File: config.mk
export PLATFORM = sky130hd
export DESIGN_NAME = edge_partition_classifier_unit
export DESIGN_NICKNAME = d
export VERILOG_FILES = /design/src/epc_pkg.sv /design/src/epc_front.sv /design/src/epc_queue.sv /design/src/epc_back.sv /design/src/edge_partition_classifier_unit.sv
export SDC_FILE = /design/constraint.sdc
export NUM_CORES = 2
export LEC_CHECK = 0
export BUFFER_PORTS_ARGS = -buffer_cell sky130_fd_sc_hd__clkbuf_2
export CORE_AREA = 3 3 380 382
export DETAILED_ROUTE_END_ITERATION = 16
export DIE_AREA = 0 0 383 385
export PLACE_DENSITY = 0.77
export SLEW_MARGIN = 20
export SYNTH_ARGS = -nofsm -noshare
export SYNTH_HDL_FRONTEND = slang
export SYNTH_HIERARCHICAL = 1
export SYNTH_SLANG_ARGS = --single-unit
File: constraint.sdc
create_clock -name clk_i -period 7.1 [get_ports clk_i]
set_input_delay 1.775 -clock clk_i [delete_from_list [all_inputs] [get_ports clk_i]]
set_output_delay 1.775 -clock clk_i [all_outputs]
set_load 0.01 [all_outputs]
File: src/epc_pkg.sv
// ----------------------------------------------------------------------------
// epc_pkg
// shared constants, types and bus layout of the edge partition classifier
// ----------------------------------------------------------------------------
package epc_pkg;

  localparam int NUM_PARTS   = 16;
  localparam int NODE_BITS   = 32;
  localparam int IN_W        = 32;
  localparam int ID_W        = (NODE_BITS < IN_W) ? NODE_BITS : IN_W;
  localparam int UP_W        = IN_W + 1;
  localparam int IDX_W       = (NUM_PARTS > 1) ? $clog2(NUM_PARTS) : 1;
  localparam int CNT_W       = $clog2(NUM_PARTS + 1);
  localparam int SLOT_W      = 4;
  localparam int PART_W      = 4;
  localparam int DIST_W      = 5;
  localparam int NEIGH_W     = 16;
  localparam int TOT_W       = 48;
  localparam int NPARTS_W    = 5;
  localparam int LOCAL_W     = 4;
  localparam int CFG_IDX_W   = 1;
  localparam int CFG_DATA_W  = 5;
  localparam int QUEUE_DEPTH = 4;
  localparam int QPTR_W      = $clog2(QUEUE_DEPTH);
  localparam int QCNT_W      = $clog2(QUEUE_DEPTH + 1);

  // slave tdata layout
  localparam int S_SLOT_LSB  = 0;
  localparam int S_LO_LSB    = S_SLOT_LSB + SLOT_W;
  localparam int S_CNT_LSB   = S_LO_LSB + IN_W;
  localparam int S_ID_LSB    = S_CNT_LSB + IN_W;
  localparam int S_USED_W    = S_ID_LSB + IN_W;
  localparam int S_TDATA_W   = ((S_USED_W + 7) / 8) * 8;

  // master tdata layout
  localparam int M_USED_W    = PART_W + DIST_W + NEIGH_W + 1 + 4 * TOT_W;
  localparam int M_TDATA_W   = ((M_USED_W + 7) / 8) * 8;
  localparam int M_PAD_W     = M_TDATA_W - M_USED_W;

  localparam logic [CFG_IDX_W-1:0] REG_NUM_PARTS  = 1'b0;
  localparam logic [CFG_IDX_W-1:0] REG_LOCAL_PART = 1'b1;

  typedef enum logic [1:0] {
    MODE_LOAD = 2'd0,
    MODE_EDGE = 2'd1,
    MODE_EOR  = 2'd2,
    MODE_NONE = 2'd3
  } mode_e;

  typedef struct packed {
    logic             eor;
    logic             hit;
    logic [IDX_W-1:0] idx;
  } cmd_t;

  typedef struct packed {
    logic push;
    cmd_t cmd;
  } push_t;

  typedef struct packed {
    logic valid;
    logic full;
    cmd_t cmd;
  } q_stat_t;

  typedef struct packed {
    logic busy;
    logic pop;
  } back_stat_t;

endpackage

File: src/epc_front.sv
// ----------------------------------------------------------------------------
// epc_front
// takes beats, keeps the range table and classifies neighbor ids
// ----------------------------------------------------------------------------
module epc_front (
  input  logic                           clk_i,
  input  logic                           rst_ni,
  input  logic                           s_tvalid_i,
  output logic                           s_tready_o,
  input  logic [1:0]                     s_mode_i,
  input  logic [epc_pkg::S_TDATA_W-1:0]  s_data_i,
  input  logic [epc_pkg::NPARTS_W-1:0]   num_parts_i,
  input  logic                           q_full_i,
  output epc_pkg::push_t                 push_o
);
  import epc_pkg::*;

  logic              st_valid_q;
  mode_e             st_mode_q;
  logic [SLOT_W-1:0] st_slot_q;
  logic [ID_W-1:0]   st_lo_q;
  logic [IN_W-1:0]   st_cnt_q;
  logic [ID_W-1:0]   st_id_q;

  logic [NUM_PARTS-1:0] tab_valid_q;
  logic [ID_W-1:0]      tab_lower_q [NUM_PARTS];
  logic [UP_W-1:0]      tab_upper_q [NUM_PARTS];

  logic                 needs_push;
  logic                 done;
  logic                 accept;
  logic                 slot_ok;
  logic                 load_en;
  logic [7:0]           slot_ext;
  logic [IDX_W-1:0]     wr_idx;
  logic [NUM_PARTS-1:0] match;
  logic [IDX_W-1:0]     hit_idx;

  assign needs_push = (st_mode_q == MODE_EDGE) || (st_mode_q == MODE_EOR);
  assign done       = st_valid_q && (!needs_push || !q_full_i);
  assign s_tready_o = !st_valid_q || done;
  assign accept     = s_tvalid_i && s_tready_o;

  always_ff @(posedge clk_i or negedge rst_ni) begin
    if (!rst_ni) begin
      st_valid_q <= 1'b0;
    end else if (accept) begin
      st_valid_q <= 1'b1;
    end else if (done) begin
      st_valid_q <= 1'b0;
    end
  end

  always_ff @(posedge clk_i) begin
    if (accept) begin
      st_mode_q <= mode_e'(s_mode_i);
      st_slot_q <= s_data_i[S_SLOT_LSB +: SLOT_W];
      st_lo_q   <= s_data_i[S_LO_LSB +: ID_W];
      st_cnt_q  <= s_data_i[S_CNT_LSB +: IN_W];
      st_id_q   <= s_data_i[S_ID_LSB +: ID_W];
    end
  end

  // range table writes
  assign slot_ok  = int'(st_slot_q) < NUM_PARTS;
  assign slot_ext = 8'(st_slot_q);
  assign wr_idx   = slot_ext[IDX_W-1:0];
  assign load_en  = done && (st_mode_q == MODE_LOAD) && slot_ok;

  always_ff @(posedge clk_i or negedge rst_ni) begin
    if (!rst_ni) begin
      tab_valid_q <= '0;
    end else if (load_en) begin
      tab_valid_q[wr_idx] <= 1'b1;
    end
  end

  always_ff @(posedge clk_i) begin
    if (load_en) begin
      tab_lower_q[wr_idx] <= st_lo_q;
      tab_upper_q[wr_idx] <= UP_W'(st_lo_q) + UP_W'(st_cnt_q);
    end
  end

  // parallel range compare, lowest slot wins
  always_comb begin
    for (int i = 0; i < NUM_PARTS; i++) begin
      match[i] = tab_valid_q[i] && (i < int'(num_parts_i)) &&
                 (tab_lower_q[i] <= st_id_q) && (UP_W'(st_id_q) < tab_upper_q[i]);
    end
  end

  always_comb begin
    hit_idx = '0;
    for (int i = NUM_PARTS - 1; i >= 0; i--) begin
      if (match[i]) begin
        hit_idx = IDX_W'(i);
      end
    end
  end

  assign push_o.push    = done && needs_push;
  assign push_o.cmd.eor = (st_mode_q == MODE_EOR);
  assign push_o.cmd.hit = (st_mode_q == MODE_EDGE) && (|match);
  assign push_o.cmd.idx = hit_idx;

endmodule

File: src/epc_queue.sv
// ----------------------------------------------------------------------------
// epc_queue
// short command queue between the classifier front and the row back end
// ----------------------------------------------------------------------------
module epc_queue (
  input  logic             clk_i,
  input  logic             rst_ni,
  input  epc_pkg::push_t   push_i,
  input  logic             pop_i,
  output epc_pkg::q_stat_t stat_o
);
  import epc_pkg::*;

  cmd_t              mem_q [QUEUE_DEPTH];
  logic [QPTR_W-1:0] wptr_q;
  logic [QPTR_W-1:0] rptr_q;
  logic [QCNT_W-1:0] cnt_q;
  logic              do_push;
  logic              do_pop;

  assign stat_o.valid = (cnt_q != '0);
  assign stat_o.full  = (cnt_q == QCNT_W'(QUEUE_DEPTH));
  assign stat_o.cmd   = mem_q[rptr_q];

  assign do_push = push_i.push && !stat_o.full;
  assign do_pop  = pop_i && stat_o.valid;

  always_ff @(posedge clk_i or negedge rst_ni) begin
    if (!rst_ni) begin
      wptr_q <= '0;
      rptr_q <= '0;
      cnt_q  <= '0;
    end else begin
      if (do_push) begin
        wptr_q <= wptr_q + 1'b1;
      end
      if (do_pop) begin
        rptr_q <= rptr_q + 1'b1;
      end
      unique case ({do_push, do_pop})
        2'b10:   cnt_q <= cnt_q + 1'b1;
        2'b01:   cnt_q <= cnt_q - 1'b1;
        default: cnt_q <= cnt_q;
      endcase
    end
  end

  always_ff @(posedge clk_i) begin
    if (do_push) begin
      mem_q[wptr_q] <= push_i.cmd;
    end
  end

endmodule

File: src/epc_back.sv
// ----------------------------------------------------------------------------
// epc_back
// row set, counters and totals; emits one beat for an empty set, else one result beat per set entry
// ----------------------------------------------------------------------------
module epc_back (
  input  logic                          clk_i,
  input  logic                          rst_ni,
  input  epc_pkg::q_stat_t              q_i,
  output logic                          pop_o,
  input  logic [epc_pkg::LOCAL_W-1:0]   local_part_i,
  output logic                          m_tvalid_o,
  input  logic                          m_tready_i,
  output logic [epc_pkg::M_TDATA_W-1:0] m_tdata_o,
  output logic                          m_tlast_o,
  output epc_pkg::back_stat_t           stat_o
);
  import epc_pkg::*;

  typedef enum logic {
    ST_IDLE,
    ST_EMIT
  } state_e;

  function automatic logic [TOT_W-1:0] sat_add(logic [TOT_W-1:0] a, logic [CNT_W-1:0] b);
    logic [TOT_W:0] sum;
    sum = {1'b0, a} + (TOT_W + 1)'(b);
    return sum[TOT_W] ? {TOT_W{1'b1}} : sum[TOT_W-1:0];
  endfunction

  state_e               state_q;
  logic [NUM_PARTS-1:0] row_set_q;
  logic [CNT_W-1:0]     row_cnt_q;
  logic [NEIGH_W-1:0]   row_neigh_q;
  logic                 row_cross_q;
  logic [TOT_W-1:0]     tot_ce_q;
  logic [TOT_W-1:0]     tot_cr_q;
  logic [TOT_W-1:0]     tot_re_q;
  logic [TOT_W-1:0]     tot_e_q;

  logic [NUM_PARTS-1:0] emit_mask_q;
  logic [CNT_W-1:0]     emit_cnt_q;
  logic [NEIGH_W-1:0]   emit_neigh_q;
  logic                 emit_cross_q;

  logic                 m_valid_q;
  logic [PART_W-1:0]    o_part_q;
  logic [DIST_W-1:0]    o_dist_q;
  logic [NEIGH_W-1:0]   o_neigh_q;
  logic                 o_cross_q;
  logic                 o_last_q;
  logic [TOT_W-1:0]     o_ce_q;
  logic [TOT_W-1:0]     o_cr_q;
  logic [TOT_W-1:0]     o_re_q;
  logic [TOT_W-1:0]     o_e_q;

  logic                 local_in_set;
  logic [CNT_W-1:0]     remote;
  logic                 is_cross;
  logic                 out_free;
  logic [IDX_W-1:0]     nxt_idx;
  logic [7:0]           nxt_ext;
  logic [NUM_PARTS-1:0] low_bit;
  logic [NUM_PARTS-1:0] rest_mask;

  assign pop_o = (state_q == ST_IDLE) && q_i.valid;

  always_comb begin
    local_in_set = 1'b0;
    for (int i = 0; i < NUM_PARTS; i++) begin
      if (i == int'(local_part_i)) begin
        local_in_set = row_set_q[i];
      end
    end
  end

  assign remote   = row_cnt_q - CNT_W'(local_in_set);
  assign is_cross = q_i.cmd.hit && (int'(q_i.cmd.idx) != int'(local_part_i));
  assign out_free = !m_valid_q || m_tready_i;

  // lowest remaining entry of the set
  always_comb begin
    nxt_idx = '0;
    for (int i = NUM_PARTS - 1; i >= 0; i--) begin
      if (emit_mask_q[i]) begin
        nxt_idx = IDX_W'(i);
      end
    end
  end

  assign nxt_ext   = 8'(nxt_idx);
  assign low_bit   = emit_mask_q & (~emit_mask_q + 1'b1);
  assign rest_mask = emit_mask_q & ~low_bit;

  always_ff @(posedge clk_i or negedge rst_ni) begin
    if (!rst_ni) begin
      state_q      <= ST_IDLE;
      row_set_q    <= '0;
      row_cnt_q    <= '0;
      row_neigh_q  <= '0;
      row_cross_q  <= 1'b0;
      tot_ce_q     <= '0;
      tot_cr_q     <= '0;
      tot_re_q     <= '0;
      tot_e_q      <= '0;
      emit_mask_q  <= '0;
      emit_cnt_q   <= '0;
      emit_neigh_q <= '0;
      emit_cross_q <= 1'b0;
      m_valid_q    <= 1'b0;
      o_part_q     <= '0;
      o_dist_q     <= '0;
      o_neigh_q    <= '0;
      o_cross_q    <= 1'b0;
      o_last_q     <= 1'b0;
      o_ce_q       <= '0;
      o_cr_q       <= '0;
      o_re_q       <= '0;
      o_e_q        <= '0;
    end else begin
      if (m_tready_i && (state_q != ST_EMIT)) begin
        m_valid_q <= 1'b0;
      end
      unique case (state_q)
        ST_IDLE: begin
          if (pop_o && q_i.cmd.eor) begin
            if (row_cross_q) begin
              tot_cr_q <= sat_add(tot_cr_q, CNT_W'(1));
            end
            tot_e_q      <= sat_add(tot_e_q, row_cnt_q);
            tot_re_q     <= sat_add(tot_re_q, remote);
            emit_mask_q  <= row_set_q;
            emit_cnt_q   <= row_cnt_q;
            emit_neigh_q <= row_neigh_q;
            emit_cross_q <= row_cross_q;
            row_set_q    <= '0;
            row_cnt_q    <= '0;
            row_neigh_q  <= '0;
            row_cross_q  <= 1'b0;
            state_q      <= ST_EMIT;
          end else if (pop_o) begin
            if (row_neigh_q != {NEIGH_W{1'b1}}) begin
              row_neigh_q <= row_neigh_q + 1'b1;
            end
            if (q_i.cmd.hit && !row_set_q[q_i.cmd.idx]) begin
              row_set_q[q_i.cmd.idx] <= 1'b1;
              row_cnt_q              <= row_cnt_q + 1'b1;
            end
            if (is_cross) begin
              tot_ce_q    <= sat_add(tot_ce_q, CNT_W'(1));
              row_cross_q <= 1'b1;
            end
          end
        end
        ST_EMIT: begin
          if (out_free) begin
            m_valid_q   <= 1'b1;
            o_dist_q    <= DIST_W'(emit_cnt_q);
            o_neigh_q   <= emit_neigh_q;
            o_cross_q   <= emit_cross_q;
            o_ce_q      <= tot_ce_q;
            o_cr_q      <= tot_cr_q;
            o_re_q      <= tot_re_q;
            o_e_q       <= tot_e_q;
            emit_mask_q <= rest_mask;
            if (emit_cnt_q == '0) begin
              o_part_q <= '0;
              o_last_q <= 1'b1;
              state_q  <= ST_IDLE;
            end else begin
              o_part_q <= nxt_ext[PART_W-1:0];
              o_last_q <= (rest_mask == '0);
              if (rest_mask == '0) begin
                state_q <= ST_IDLE;
              end
            end
          end
        end
        default: state_q <= ST_IDLE;
      endcase
    end
  end

  assign m_tvalid_o = m_valid_q;
  assign m_tlast_o  = o_last_q;
  assign m_tdata_o  = {{M_PAD_W{1'b0}}, o_e_q, o_re_q, o_cr_q, o_ce_q,
                       o_cross_q, o_neigh_q, o_dist_q, o_part_q};

  assign stat_o.busy = (state_q == ST_EMIT);
  assign stat_o.pop  = pop_o;

endmodule

File: src/edge_partition_classifier_unit.sv
// ----------------------------------------------------------------------------
// edge_partition_classifier_unit
// an end-of-row beat passes the front staging register, command queue, back end
//   emit state and output register; then one result beat per cycle for each set
//   entry (one for an empty set) while not stalled, holding the back end; front
//   takes one beat per cycle, edge and end-of-row beats only if the queue has room
// reset: range table empty, row state and totals zero, num_parts 1, local 0
// ----------------------------------------------------------------------------
module edge_partition_classifier_unit (
  input  logic                             clk_i,
  input  logic                             rst_ni,
  input  logic                             cfg_we_i,
  input  logic [epc_pkg::CFG_IDX_W-1:0]    cfg_idx_i,
  input  logic [epc_pkg::CFG_DATA_W-1:0]   cfg_wdata_i,
  input  logic                             s_axis_tvalid,
  output logic                             s_axis_tready,
  // slot, range_low, range_count, node_id
  input  logic [epc_pkg::S_TDATA_W-1:0]    s_axis_tdata,
  // mode
  input  logic [1:0]                       s_axis_tuser,
  output logic                             m_axis_tvalid,
  input  logic                             m_axis_tready,
  // part_index, distinct_count, neighbor_count, row_crosses, total_cross_edges,
  // total_crossing_rows, total_remote_entries, total_entries
  output logic [epc_pkg::M_TDATA_W-1:0]    m_axis_tdata,
  output logic                             m_axis_tlast
);
  import epc_pkg::*;

  logic [NPARTS_W-1:0] num_parts_q;
  logic [LOCAL_W-1:0]  local_part_q;
  push_t               push;
  q_stat_t             qstat;
  logic                pop;
  back_stat_t          bstat;

  always_ff @(posedge clk_i or negedge rst_ni) begin
    if (!rst_ni) begin
      num_parts_q  <= NPARTS_W'(1);
      local_part_q <= '0;
    end else if (cfg_we_i) begin
      unique case (cfg_idx_i)
        REG_NUM_PARTS:  num_parts_q  <= cfg_wdata_i[NPARTS_W-1:0];
        REG_LOCAL_PART: local_part_q <= cfg_wdata_i[LOCAL_W-1:0];
        default:        ;
      endcase
    end
  end

  epc_front u_front (
    .clk_i       (clk_i),
    .rst_ni      (rst_ni),
    .s_tvalid_i  (s_axis_tvalid),
    .s_tready_o  (s_axis_tready),
    .s_mode_i    (s_axis_tuser),
    .s_data_i    (s_axis_tdata),
    .num_parts_i (num_parts_q),
    .q_full_i    (qstat.full),
    .push_o      (push)
  );

  epc_queue u_queue (
    .clk_i  (clk_i),
    .rst_ni (rst_ni),
    .push_i (push),
    .pop_i  (pop),
    .stat_o (qstat)
  );

  epc_back u_back (
    .clk_i        (clk_i),
    .rst_ni       (rst_ni),
    .q_i          (qstat),
    .pop_o        (pop),
    .local_part_i (local_part_q),
    .m_tvalid_o   (m_axis_tvalid),
    .m_tready_i   (m_axis_tready),
    .m_tdata_o    (m_axis_tdata),
    .m_tlast_o    (m_axis_tlast),
    .stat_o       (bstat)
  );

  a_no_overflow: assert property (@(posedge clk_i) disable iff (!rst_ni)
    push.push |-> !qstat.full)
    else $error("command queue overflow");

  a_no_pop_busy: assert property (@(posedge clk_i) disable iff (!rst_ni)
    bstat.busy |-> !bstat.pop)
    else $error("queue popped while emitting a row");

  a_idle_drains: assert property (@(posedge clk_i) disable iff (!rst_ni)
    (qstat.valid && !bstat.busy) |-> bstat.pop)
    else $error("back end idle with queued command");

  a_empty_row: assert property (@(posedge clk_i) disable iff (!rst_ni)
    (m_axis_tvalid && (m_axis_tdata[8:4] == 5'd0)) |->
      (m_axis_tlast && (m_axis_tdata[3:0] == 4'd0)))
    else $error("empty row beat malformed");

endmodule
==> flow_summary.yaml <==
global_route:
  grt_pass1_vias: 58200
  grt_util_met3_pct: 4.97
  track_usage_pct: 29.2
  overflow: 0
  grt_max_degree: 206
  grt_pass1_wl_mm: 331
  grt-busiest-layer: "met2"
  grt_use_met1_pct: 38.0
  grtUsageMet2_pct: 48.2
  antenna_found_initial: 8
finish:
  multiInputGateArea_sq_um: 33800
  seq_area_sq_um: 48100
  final_cells: 9654
  drive_above_1_share_pct: 11.0
  final_nets: 8806
  final_area_sq_um: 94900
  fill_cells: 9985
  area_delta_synth_final_pct: 12.3
worst_setup_path:
  slowest_stage: "nor4_1"
  path_cells: "buf_4, inv_1, buf_4, ha_1, nand4_1, nor4_1, nand4_1, nor2_1, o31ai_1, a21oi_1, o21ai_0, a31oi_1, o221ai_1, a21boi_1"
  critical_path_class: "register to register"
  cp_data_required_time_ps: 7640
  crit_path_max_incr_delay_ps: 800
  cp_data_arrival_time_ps: 5540
  critPathBufInv: 3
  end_kind: "register"
  worstPathMaxFanout: 17
  rrSetupSlack_ps: 2100
  cp_top_family: "compound AO/OA/AOI/OAI gates"
  start_kind: "register"
sta:
  slew_headroom_pct: 24.1
  max_freq_mhz: 200
  fin_crit_sh_pct: 70.4
  finalSetupTns_ps: 0
  fin_crit_ps: 5000
  timing.final.ws_setup_ps: 2100
  rsz0062_at_grt: "false"
  finalHoldViolCount: 0
  skew_ps: 26.1
  drv_slew: 0
  tightest_slew_ps: 1130
  setup_viol: 0
  hold_slack_ps: 465
floorplan:
  dieHeight_um: 385
  die_area_sq_um: 147000
  fp.coreArea_sq_um: 141000
  fp.dieW_um: 383
  start_util_pct: 59.8
  boundaryPins: 344
  rows: 138
placed_design:
  placed_cells: 9335
  portBuffers: 333
  routabilityCongestion: 0.924
  place_area_sq_um: 89400
  dpl.hpwl_mm: 147
  pre_cts_slack_ps: 2360
drt:
  drt_wl_total_mm: 216
  viasPerCell: 6.07
  vias: 58600
  drt_first_pass_iters: 6
  ant_nets: 0
  wl_per_cell_um: 22.4
  first_iter_violations: 5454
  route.detailed.drc: 0
cts:
  hold_buffers: 0
  post-cts-setup-buffer-count: 0
  worstSkewPairLatency_ps: 800
  cts.sinks: 1688
  cts_resized: 0
  clock_path_buffers: 3
  cts_tree: "yes"
  clk_pin_slew_worst_paths_ps: 60
  clockRootBuffer: "clkbuf_16"
  htreeDepth: 4
  cts_buffers: 174
power_and_ir_drop:
  power_density_nw_per_um2: 266
  netSwitchingPower_mw: 7.24
  intPower_mw: 18.0
  combPwrFrac_pct: 18.3
  p_sw_share_pct: 28.7
  p_clk_share_pct: 35.1
  seqPwrFrac_pct: 46.5
  p_leak_nw: 42.8
  peakVddDrop_uv: 241
synth:
  avgSynthCellArea_sq_um: 11.9
  netlist_area_sq_um: 84500
  syn_inst: 7089
  yosysWarnings: 6
job:
  drv_cap: 0
run_status:
  run_status: "finished, final reports clean"
hold_path:
  hp-class: "register to register"
-- metal layers --
layer,up-vias,routed length (um)
li1,27000,-
met1,28700,87200
met2,2385,102000
met4,4,10300
met5,-,30
met3,529,16700
-- path summary, 6_finish.rpt --
path                                                      end                                from  cells after the start
max                             u_queue/mem_q[1][1]$_DFFE_PP_       u_front/st_id_q[28]$_DFFE_PP_                     14
min                        u_front/tab_valid_q[9]$_DFFE_PN0P_  u_front/tab_valid_q[9]$_DFFE_PN0P_                      1
max reg2reg                     u_queue/mem_q[1][1]$_DFFE_PP_       u_front/st_id_q[28]$_DFFE_PP_                     14
min reg2reg                u_front/tab_valid_q[9]$_DFFE_PN0P_  u_front/tab_valid_q[9]$_DFFE_PN0P_                      1
max in group asynchronous        u_back/o_ce_q[1]$_DFFE_PN0P_                              rst_ni                      2
min in group asynchronous     u_back/tot_re_q[31]$_DFFE_PN0P_                              rst_ni                      1
-- power groups by stage --
stage | registers [mW] | clock network (mW) | logic, mW
final | 11.7 | 8.86 | 4.62
after global routing | 11.8 | 9.42 | 5.11
after CTS | 11.7 | 9.01 | 4.62
after detailed placement | 11.9 | 0 | 4.57
after global placement | 11.9 | 0 | 4.40
after floorplan | 11.9 | 0 | 2.88
-- stage by stage --
stage / util, % / power [mW]
floorplan: - / 14.7
global placement: 63.2 / 16.3
detailed placement: 63.2 / 16.5
CTS: 67.1 / 25.4
global route: 67.1 / 26.3
finish: 67.1 / 25.2
-- registers in the layout, indices dropped and copies added (netlist names), 16 cells and up --
register / cells
u_front/tab_upper_q: 528
u_front/tab_lower_q: 512
u_back/o_ce_q: 48
u_back/o_cr_q: 48
u_back/o_e_q: 48
u_back/o_re_q: 48
u_back/tot_ce_q: 48
u_back/tot_cr_q: 48
u_back/tot_e_q: 48
u_back/tot_re_q: 48
u_front/st_cnt_q: 32
u_front/st_id_q: 32
u_front/st_lo_q: 32
u_queue/mem_q: 24
u_back/emit_mask_q: 16
u_back/emit_neigh_q: 16
u_back/o_neigh_q: 16
u_back/row_neigh_q: 16
u_back/row_set_q: 16
u_front/tab_valid_q: 16
-- layout make-up --
cell class | count | share of cell area, %
Sequential cell | 1688 | 50.6
Multi-Input combinational cell | 4648 | 35.6
Clock buffer | 240 | 5.20
Timing Repair Buffer | 482 | 3.01
Tap cell | 1890 | 2.49
Inverter | 627 | 2.48
Clock inverter | 73 | 0.593
Antenna cell | 6 | 0.0158
-- cell usage in the layout (no fill, tap or decap), types with 40 or more instances in the layout --
cell and instances:
a211oi_1 51, o21ai_0 237, o21a_1 40, nor2_1 222, nor3_1 100, xnor2_1 108
nor2b_1 42, o211ai_1 44, clkbuf_1 43, buf_4 144, clkbuf_2 332, xor2_1 61
nor4_1 52, edfxtp_1 1166, inv_1 626, dfrtp_1 521, and3_1 47, a21oi_1 380
a21o_1 180, ha_1 1064, nand4_1 210, nand2_1 1066, nand3_1 162, clkbuf_16 183
Power figures use the tool's default switching activity.
